`src/design/pmtu_pkg.sv`:
```
// pmtu_pkg.sv: shared types, constants and register map of the multi-timer unit
`timescale 1ns / 1ps

package pmtu_pkg;

    // unit sizing
    localparam int NUM_TIMERS   = 7;
    localparam int TIMER_WIDTH  = 32;
    localparam int SCALER_WIDTH = 16;

    // fixed field widths of the item interface
    localparam int DATA_W = 32;
    localparam int ADDR_W = 6;
    localparam int IRQ_W  = 7;

    // command codes
    typedef enum logic [1:0] {
        CMD_TICK  = 2'd0,
        CMD_READ  = 2'd1,
        CMD_WRITE = 2'd2,
        CMD_NOP   = 2'd3
    } t_command;

    // unit-level register word indexes
    localparam logic [ADDR_W-1:0] ADDR_SCALER        = 6'd0;
    localparam logic [ADDR_W-1:0] ADDR_SCALER_RELOAD = 6'd1;
    localparam logic [ADDR_W-1:0] ADDR_UNIT_CFG      = 6'd2;

    // word within a timer's four-word slot
    localparam logic [1:0] WORD_VALUE  = 2'd0;
    localparam logic [1:0] WORD_RELOAD = 2'd1;
    localparam logic [1:0] WORD_CTRL   = 2'd2;

    // control register bit positions
    localparam int CTRL_W = 7;
    localparam int BIT_EN = 0;
    localparam int BIT_RS = 1;
    localparam int BIT_LD = 2;
    localparam int BIT_IE = 3;
    localparam int BIT_IP = 4;
    localparam int BIT_CH = 5;
    localparam int BIT_DH = 6;

    // bits copied straight from a control write (pending handled apart)
    localparam logic [CTRL_W-1:0] CTRL_DIRECT_MASK = 7'h6B;

    // unit config read value: timer count in the low three bits
    localparam logic [DATA_W-1:0] UNIT_CFG_VALUE = DATA_W'(NUM_TIMERS & 7);

    // input item
    typedef struct packed {
        logic [1:0]        command;
        logic [ADDR_W-1:0] reg_address;
        logic [DATA_W-1:0] write_data;
    } t_in_item;

    // result item
    typedef struct packed {
        logic [DATA_W-1:0] read_data;
        logic [IRQ_W-1:0]  irq_lines;
        logic              irq_any;
    } t_out_item;

    // per-timer strobes from the unit decoder
    typedef struct packed {
        logic tick;
        logic wr_value;
        logic wr_reload;
        logic wr_ctrl;
        logic clear_by_one;
    } t_tmr_ctl;

endpackage

```
`src/design/pmtu_timer.sv`:
```
// pmtu_timer.sv: one down-counting timer channel with reload and pending logic
`timescale 1ns / 1ps

module pmtu_timer
    import pmtu_pkg::*;
(
    input  logic                   i_clk,
    input  logic                   i_rst_n,
    input  t_tmr_ctl               i_ctl,
    input  logic [DATA_W-1:0]      i_wdata,
    output logic [TIMER_WIDTH-1:0] o_count,
    output logic [TIMER_WIDTH-1:0] o_reload,
    output logic [CTRL_W-1:0]      o_ctrl,
    output logic                   o_irq_next
);

    logic [TIMER_WIDTH-1:0] r_count, n_count;
    logic [TIMER_WIDTH-1:0] r_reload, n_reload;
    logic [CTRL_W-1:0]      r_ctrl, n_ctrl;
    logic                   w_keep_ip;

    // pending survives a control write unless the clearing level is written
    assign w_keep_ip = r_ctrl[BIT_IP] &&
                       (i_ctl.clear_by_one ? !i_wdata[BIT_IP] : i_wdata[BIT_IP]);

    // next state for a tick or a register write
    always_comb begin
        n_count  = r_count;
        n_reload = r_reload;
        n_ctrl   = r_ctrl;
        if (i_ctl.tick && r_ctrl[BIT_EN]) begin
            if (r_count == '0) begin
                if (r_ctrl[BIT_IE]) begin
                    n_ctrl[BIT_IP] = 1'b1;
                end
                if (r_ctrl[BIT_RS]) begin
                    n_count = r_reload;
                end else begin
                    n_count        = '1;
                    n_ctrl[BIT_EN] = 1'b0;
                end
            end else begin
                n_count = r_count - TIMER_WIDTH'(1);
            end
        end
        if (i_ctl.wr_value) begin
            n_count = i_wdata[TIMER_WIDTH-1:0];
        end
        if (i_ctl.wr_reload) begin
            n_reload = i_wdata[TIMER_WIDTH-1:0];
        end
        if (i_ctl.wr_ctrl) begin
            n_ctrl         = i_wdata[CTRL_W-1:0] & CTRL_DIRECT_MASK;
            n_ctrl[BIT_IP] = w_keep_ip;
            if (i_wdata[BIT_LD]) begin
                n_count = r_reload;
            end
        end
    end

    // channel state
    always_ff @(posedge i_clk) begin
        if (!i_rst_n) begin
            r_count  <= '0;
            r_reload <= '0;
            r_ctrl   <= '0;
        end else begin
            r_count  <= n_count;
            r_reload <= n_reload;
            r_ctrl   <= n_ctrl;
        end
    end

    assign o_count    = r_count;
    assign o_reload   = r_reload;
    assign o_ctrl     = r_ctrl;
    assign o_irq_next = n_ctrl[BIT_IP] && n_ctrl[BIT_IE];

endmodule

```
`src/design/prescaled_multi_timer_unit_core.sv`:
```
// prescaled_multi_timer_unit_core.sv: top level of the prescaled multi-timer unit
`timescale 1ns / 1ps

// Timer unit with a shared prescaler and seven down-counting timers behind word
// registers. Each item is a tick, a register read, a register write or a
// no-op, and each gives exactly one result item carrying the read data (zero
// for ticks, writes and no-ops) and the interrupt lines as they stand after
// that item. An item sits in an input register, is decoded and applied to the
// timer state as its result is loaded into an output register, so the unit
// takes one item every clock cycle; a stall on the result side holds the
// output register and then the input register. The pending-clear polarity
// register is written through i_cfg_we/i_cfg_wdata.

module prescaled_multi_timer_unit_core
    import pmtu_pkg::*;
(
    input  logic      i_clk,
    input  logic      i_rst_n,
    // item input
    input  logic      i_in_valid,
    output logic      o_in_stall,
    input  t_in_item  i_in_item,
    // result output
    output logic      o_out_valid,
    input  logic      i_out_stall,
    output t_out_item o_out_item,
    // configuration
    input  logic      i_cfg_we,
    input  logic      i_cfg_wdata
);

    logic r_in_valid;
    t_in_item r_in;
    logic r_out_valid;
    t_out_item r_out, n_out;
    logic r_clear_by_one;

    logic [SCALER_WIDTH-1:0] r_scaler, n_scaler;
    logic [SCALER_WIDTH-1:0] r_scaler_reload, n_scaler_reload;

    logic w_advance;
    logic w_is_tick, w_is_read, w_is_write;
    logic w_timer_tick;
    logic [1:0] w_word;

    t_tmr_ctl               w_ctl   [NUM_TIMERS];
    logic [TIMER_WIDTH-1:0] w_count [NUM_TIMERS];
    logic [TIMER_WIDTH-1:0] w_reload[NUM_TIMERS];
    logic [CTRL_W-1:0]      w_ctrl  [NUM_TIMERS];
    logic [NUM_TIMERS-1:0]  w_irq;
    logic [NUM_TIMERS-1:0]  w_sel;

    // handshake: the held item moves on when the result register is free
    assign w_advance   = r_in_valid && (!r_out_valid || !i_out_stall);
    assign o_in_stall  = r_in_valid && !w_advance;
    assign o_out_valid = r_out_valid;
    assign o_out_item  = r_out;

    always_ff @(posedge i_clk) begin
        if (!i_rst_n) begin
            r_in_valid  <= 1'b0;
            r_out_valid <= 1'b0;
        end else begin
            if (i_in_valid && !o_in_stall) begin
                r_in_valid <= 1'b1;
            end else if (w_advance) begin
                r_in_valid <= 1'b0;
            end
            if (w_advance) begin
                r_out_valid <= 1'b1;
            end else if (!i_out_stall) begin
                r_out_valid <= 1'b0;
            end
        end
    end

    // item and result payload registers
    always_ff @(posedge i_clk) begin
        if (i_in_valid && !o_in_stall) begin
            r_in <= i_in_item;
        end
        if (w_advance) begin
            r_out <= n_out;
        end
    end

    // pending-clear polarity
    always_ff @(posedge i_clk) begin
        if (!i_rst_n) begin
            r_clear_by_one <= 1'b1;
        end else if (i_cfg_we) begin
            r_clear_by_one <= i_cfg_wdata;
        end
    end

    // command decode
    assign w_is_tick  = w_advance && (r_in.command == CMD_TICK);
    assign w_is_read  = r_in.command == CMD_READ;
    assign w_is_write = w_advance && (r_in.command == CMD_WRITE);
    assign w_word     = r_in.reg_address[1:0];

    // prescaler: divides ticks by reload+1
    assign w_timer_tick = w_is_tick && (r_scaler == '0);

    always_comb begin
        n_scaler        = r_scaler;
        n_scaler_reload = r_scaler_reload;
        if (w_is_tick) begin
            n_scaler = (r_scaler == '0) ? r_scaler_reload : r_scaler - SCALER_WIDTH'(1);
        end
        if (w_is_write && r_in.reg_address == ADDR_SCALER) begin
            n_scaler = r_in.write_data[SCALER_WIDTH-1:0];
        end
        if (w_is_write && r_in.reg_address == ADDR_SCALER_RELOAD) begin
            n_scaler_reload = r_in.write_data[SCALER_WIDTH-1:0];
        end
    end

    always_ff @(posedge i_clk) begin
        if (!i_rst_n) begin
            r_scaler        <= '1;
            r_scaler_reload <= '1;
        end else begin
            r_scaler        <= n_scaler;
            r_scaler_reload <= n_scaler_reload;
        end
    end

    // timer channels, timer n owns words 4n+4 to 4n+7
    for (genvar g = 0; g < NUM_TIMERS; g++) begin : g_timer
        assign w_sel[g] = r_in.reg_address[ADDR_W-1:2] == (ADDR_W - 2)'(g + 1);

        assign w_ctl[g].tick         = w_timer_tick;
        assign w_ctl[g].wr_value     = w_is_write && w_sel[g] && (w_word == WORD_VALUE);
        assign w_ctl[g].wr_reload    = w_is_write && w_sel[g] && (w_word == WORD_RELOAD);
        assign w_ctl[g].wr_ctrl      = w_is_write && w_sel[g] && (w_word == WORD_CTRL);
        assign w_ctl[g].clear_by_one = r_clear_by_one;

        pmtu_timer u_timer (
            .i_clk      (i_clk),
            .i_rst_n    (i_rst_n),
            .i_ctl      (w_ctl[g]),
            .i_wdata    (r_in.write_data),
            .o_count    (w_count[g]),
            .o_reload   (w_reload[g]),
            .o_ctrl     (w_ctrl[g]),
            .o_irq_next (w_irq[g])
        );
    end

    // result: read data mux and interrupt lines after this item
    always_comb begin
        n_out           = '0;
        n_out.irq_lines = IRQ_W'(w_irq);
        n_out.irq_any   = |w_irq;
        if (w_is_read) begin
            unique case (r_in.reg_address)
                ADDR_SCALER:        n_out.read_data = DATA_W'(r_scaler);
                ADDR_SCALER_RELOAD: n_out.read_data = DATA_W'(r_scaler_reload);
                ADDR_UNIT_CFG:      n_out.read_data = UNIT_CFG_VALUE;
                default: begin
                    for (int n = 0; n < NUM_TIMERS; n++) begin
                        if (w_sel[n]) begin
                            unique case (w_word)
                                WORD_VALUE:  n_out.read_data = DATA_W'(w_count[n]);
                                WORD_RELOAD: n_out.read_data = DATA_W'(w_reload[n]);
                                WORD_CTRL:   n_out.read_data = DATA_W'(w_ctrl[n]);
                                default:     n_out.read_data = '0;
                            endcase
                        end
                    end
                end
            endcase
        end
    end

endmodule

```
`config.mk`:
```
export PLATFORM = sky130hd
export DESIGN_NAME = prescaled_multi_timer_unit_core
export DESIGN_NICKNAME = d
export VERILOG_FILES = /design/src/design/pmtu_pkg.sv /design/src/design/pmtu_timer.sv /design/src/design/prescaled_multi_timer_unit_core.sv
export SDC_FILE = /design/constraint.sdc
export NUM_CORES = 2
export LEC_CHECK = 0
export BUFFER_PORTS_ARGS = -buffer_cell sky130_fd_sc_hd__buf_2
export CORE_MARGIN = 8
export CORE_UTILIZATION = 60
export DETAILED_ROUTE_END_ITERATION = 7
export HOLD_SLACK_MARGIN = 0.08
export PLACE_DENSITY = 0.8
export SLEW_MARGIN = 20
export SYNTH_ARGS = -nofsm -noshare
export SYNTH_HDL_FRONTEND = slang
export SYNTH_SLANG_ARGS = --single-unit
```
`constraint.sdc`:
```
create_clock -name i_clk -period 9.1 [get_ports i_clk]
set_input_delay 0.91 -clock i_clk [delete_from_list [all_inputs] [get_ports i_clk]]
set_output_delay 0.91 -clock i_clk [all_outputs]
set_load 0.1 [all_outputs]
```
==> metrics.txt <==
Reg clk slew, reported paths 60 ps; DPL Wire Length 102 mm; area of the multi-input gates 21400 sq um; CP arrival 4880 ps; DR vias/cell 7.26; Synth Area in Compound Gates 27.4%; #FFs+latches synth 605; Cell Area, Synth 36100 sq um; Cell variety after synth 92; CTS Buffer Depth 3; Final Hold Fails 0; H-tree depth 3; initial antenna violation count 12; Final setup viols 0; Yosys top cell area share 29.1%; CP most frequent cell buf_4; hold crit path type input pin to flop; xor/xnor share of the synthesized area 1.82%; Die Area 68200 sq um; DRC 0; Initial DRT Pass Iterations 6; WL per Instance 28.5 um; IO Count 88; Tot Pwr 0.00601 W; Setup Fix Bufs, Post-CTS 0; first-pass GRT wire length 230 mm; core area 59900 sq um; Nets 4707; post-synthesis simple-gate area fraction 22.6%; Filler Cell Count 5262; vias in the first global route 35300; CTS tree yes; Req. time, crit path 9570 ps; total clock sinks 605; Die Wd 261 um; yosys warns 0; fin crit period 4410 ps; largest net degree at the start of global routing 115; crit-path cells buf_4 > buf_12 > nor2b_2 > buf_4 > nand4_1 > buf_4 > nor2_1 > nand2_1 > nand2_1 > a211oi_1 > nor3_1; Layout area overhead 8.50%; GP Congestion 1.05; max cap viols 0; RSZ-0062 raised after global routing no; Power Dens Cells 154 nW/um^2; critical setup path kind flop to flop; final worst path period share 48.5%; post-route setup TNS 0 ps; Cell Rows 90; I/O Buffers 87; EDFF count, synth 80; worst-margin pin slew 1220 ps; total number of vias 39800; GRT Util Overall 44.1%; LEAKAGE 13.9 nW; fraction of layout instances using a drive strength above 1 8.69%; cell taking the most area after synthesis dfxtp_1; CP Max Fanout 114; Layout Skew 26.2 ps; Crit-path slowest cell nand2_1; worst skew pair latency 640 ps; post-synth net total 4852; internal power 0.00438 W; hold buffers post-CTS 0; routed wire length 156 mm; Syn Area/Cell 7.53 sq um; P_sw 0.00163 W; Detailed Route Iter0 Violations 6712; crit end category flop; switching part of the total 27.2%; Clock power frac 45.8%; main combinational cell family by area after synthesis compound AO/OA/AOI/OAI gates; total grt overflow 0; Comb power frac 8.2%; TritonCTS Buffers 67; Peak Freq 227 MHz; Synth Area in Adders 0.555%; outcome complete, no violations; root buf cell clkbuf_16; Slew Limit Fails 0; ys flop type dfxtp_1; sequential share of power 46.0%; register area share after synthesis 35.8%; cts repair resizes 0; startpoint types flop; mux cell area share after synthesis 6.65%; Synth area leaders dfxtp_1, a21oi_1, nand2_1; synthesized instance count 4790; CP peak stage delay 820 ps; post-synthesis async set-or-reset flop share 0%; Initial Utilization 60.2%; Routed Antenna Nets 0; relative slew slack 18.6%; VDD IR max 0.000239 V; die span in y 261 um; Seq. cell area 12900 sq um
[cell families after synthesis]
| family | after synthesis |
|---|---|
| mux | 239 |
| flops | 605 |
| xor+xnor | 75 |
| simple gates | 1745 |
| fa+ha+maj | 16 |
| buf+inv | 482 |
| compound gates | 1628 |
[per-stage QoR]
step                cells  hold slack (ps)  area (sq um)  util (%)  setup slack (ps)
floorplan            4790              436         36100         -              5170
CTS                  5476              432         39100      65.2              4950
detailed placement   5357              447         36900      61.7              4360
global placement     5357              442         36900      61.6              4430
finish               5482              450         39100      65.3              4690
global route         5477              436         39100      65.3              4660
[Yosys cell counts, types with 23 or more instances]
library cell,n
nor4_1,74
a21oi_1,619
xnor2_1,36
o211ai_1,50
buf_1,28
nor3_1,146
inv_1,49
clkbuf_1,366
dfxtp_1,525
edfxtp_1,80
nand2_1,763
a22oi_1,62
a211oi_1,34
mux2i_1,233
or3_1,36
o221ai_1,57
o22ai_1,124
o21ai_0,368
xor2_1,39
nand3_1,160
a31oi_1,49
nor2_1,314
nand4_1,59
o21a_1,23
or4_1,43
o31ai_1,24
buf_2,30
[placed cells by master, fill, tap and decap left out, drive strengths merged, types with 59 or more instances in the layout]
master / instances
nor2: 314
nand4: 59
o22ai: 124
nand2: 764
edfxtp: 80
dfxtp: 525
a22oi: 62
nor3: 147
clkbuf: 92
nor4: 83
nand3: 160
buf: 216
a21oi: 621
mux2i: 233
o21ai: 382
[per-layer routing]
layer  GRT usage [%]  part of all wire, %  up-vias
li1                -                    -    17400
met1            55.6                   36    18500
met2            60.0                   39     3196
met3            16.8                   16      776
met4            33.7                  9.4       14
met5               0                 0.14        -
[final cells by class]
cell class / count / area share [%]
Sequential cell: 605 / 33.0
Clock buffer: 92 / 4.91
Multi-Input combinational cell: 3703 / 54.7
Clock inverter: 27 / 0.572
Inverter: 52 / 0.518
Tap cell: 782 / 2.50
Timing Repair Buffer: 216 / 3.72
Antenna cell: 5 / 0.0320
[worst max-delay path, delay by kind of cell (launching register included)]
| family | cells | cell delay [ps] |
|---|---|---|
| buffers and inverters | 4 | 1740 |
| and+or+nand+nor | 6 | 1600 |
| DFF | 1 | 360 |
| AOI/OAI and AO/OA | 1 | 310 |
[flip-flops by register name (all words and copies together), names as in the netlist]
register / count
r_in: 40
o_out_item: 40
r_in_valid: 1
o_out_valid: 1
g_timer.u_timer.o_reload: 224
r_scaler_reload: 16
g_timer.u_timer.o_count: 224
r_clear_by_one: 1
r_scaler: 16
g_timer.u_timer.o_ctrl: 42
[power by group through the flow]
stage | Combinational (W) | Clock, W | Sequential [W]
finish | 0.000492 | 0.00275 | 0.00277
global route | 0.000494 | 0.00285 | 0.00277
CTS | 0.000463 | 0.00274 | 0.00277
detailed placement | 0.000461 | 0 | 0.00282
global placement | 0.000459 | 0 | 0.00282
floorplan | 0.000231 | 0 | 0.00287
[path summary, 6_finish.rpt]
kind	to	startpoint	slack (ps)	cells past startpoint
max	g_timer[5].u_timer.o_count[0]	r_in[32]	4690	11
min	r_in[14]	i_in_item[14]	450	1
max reg2reg	g_timer[5].u_timer.o_count[0]	r_in[32]	4690	11
min reg2reg	g_timer[2].u_timer.o_ctrl[5]	g_timer[2].u_timer.o_ctrl[5]	460	2
Note: power is estimated with default switching activity, not from simulation.
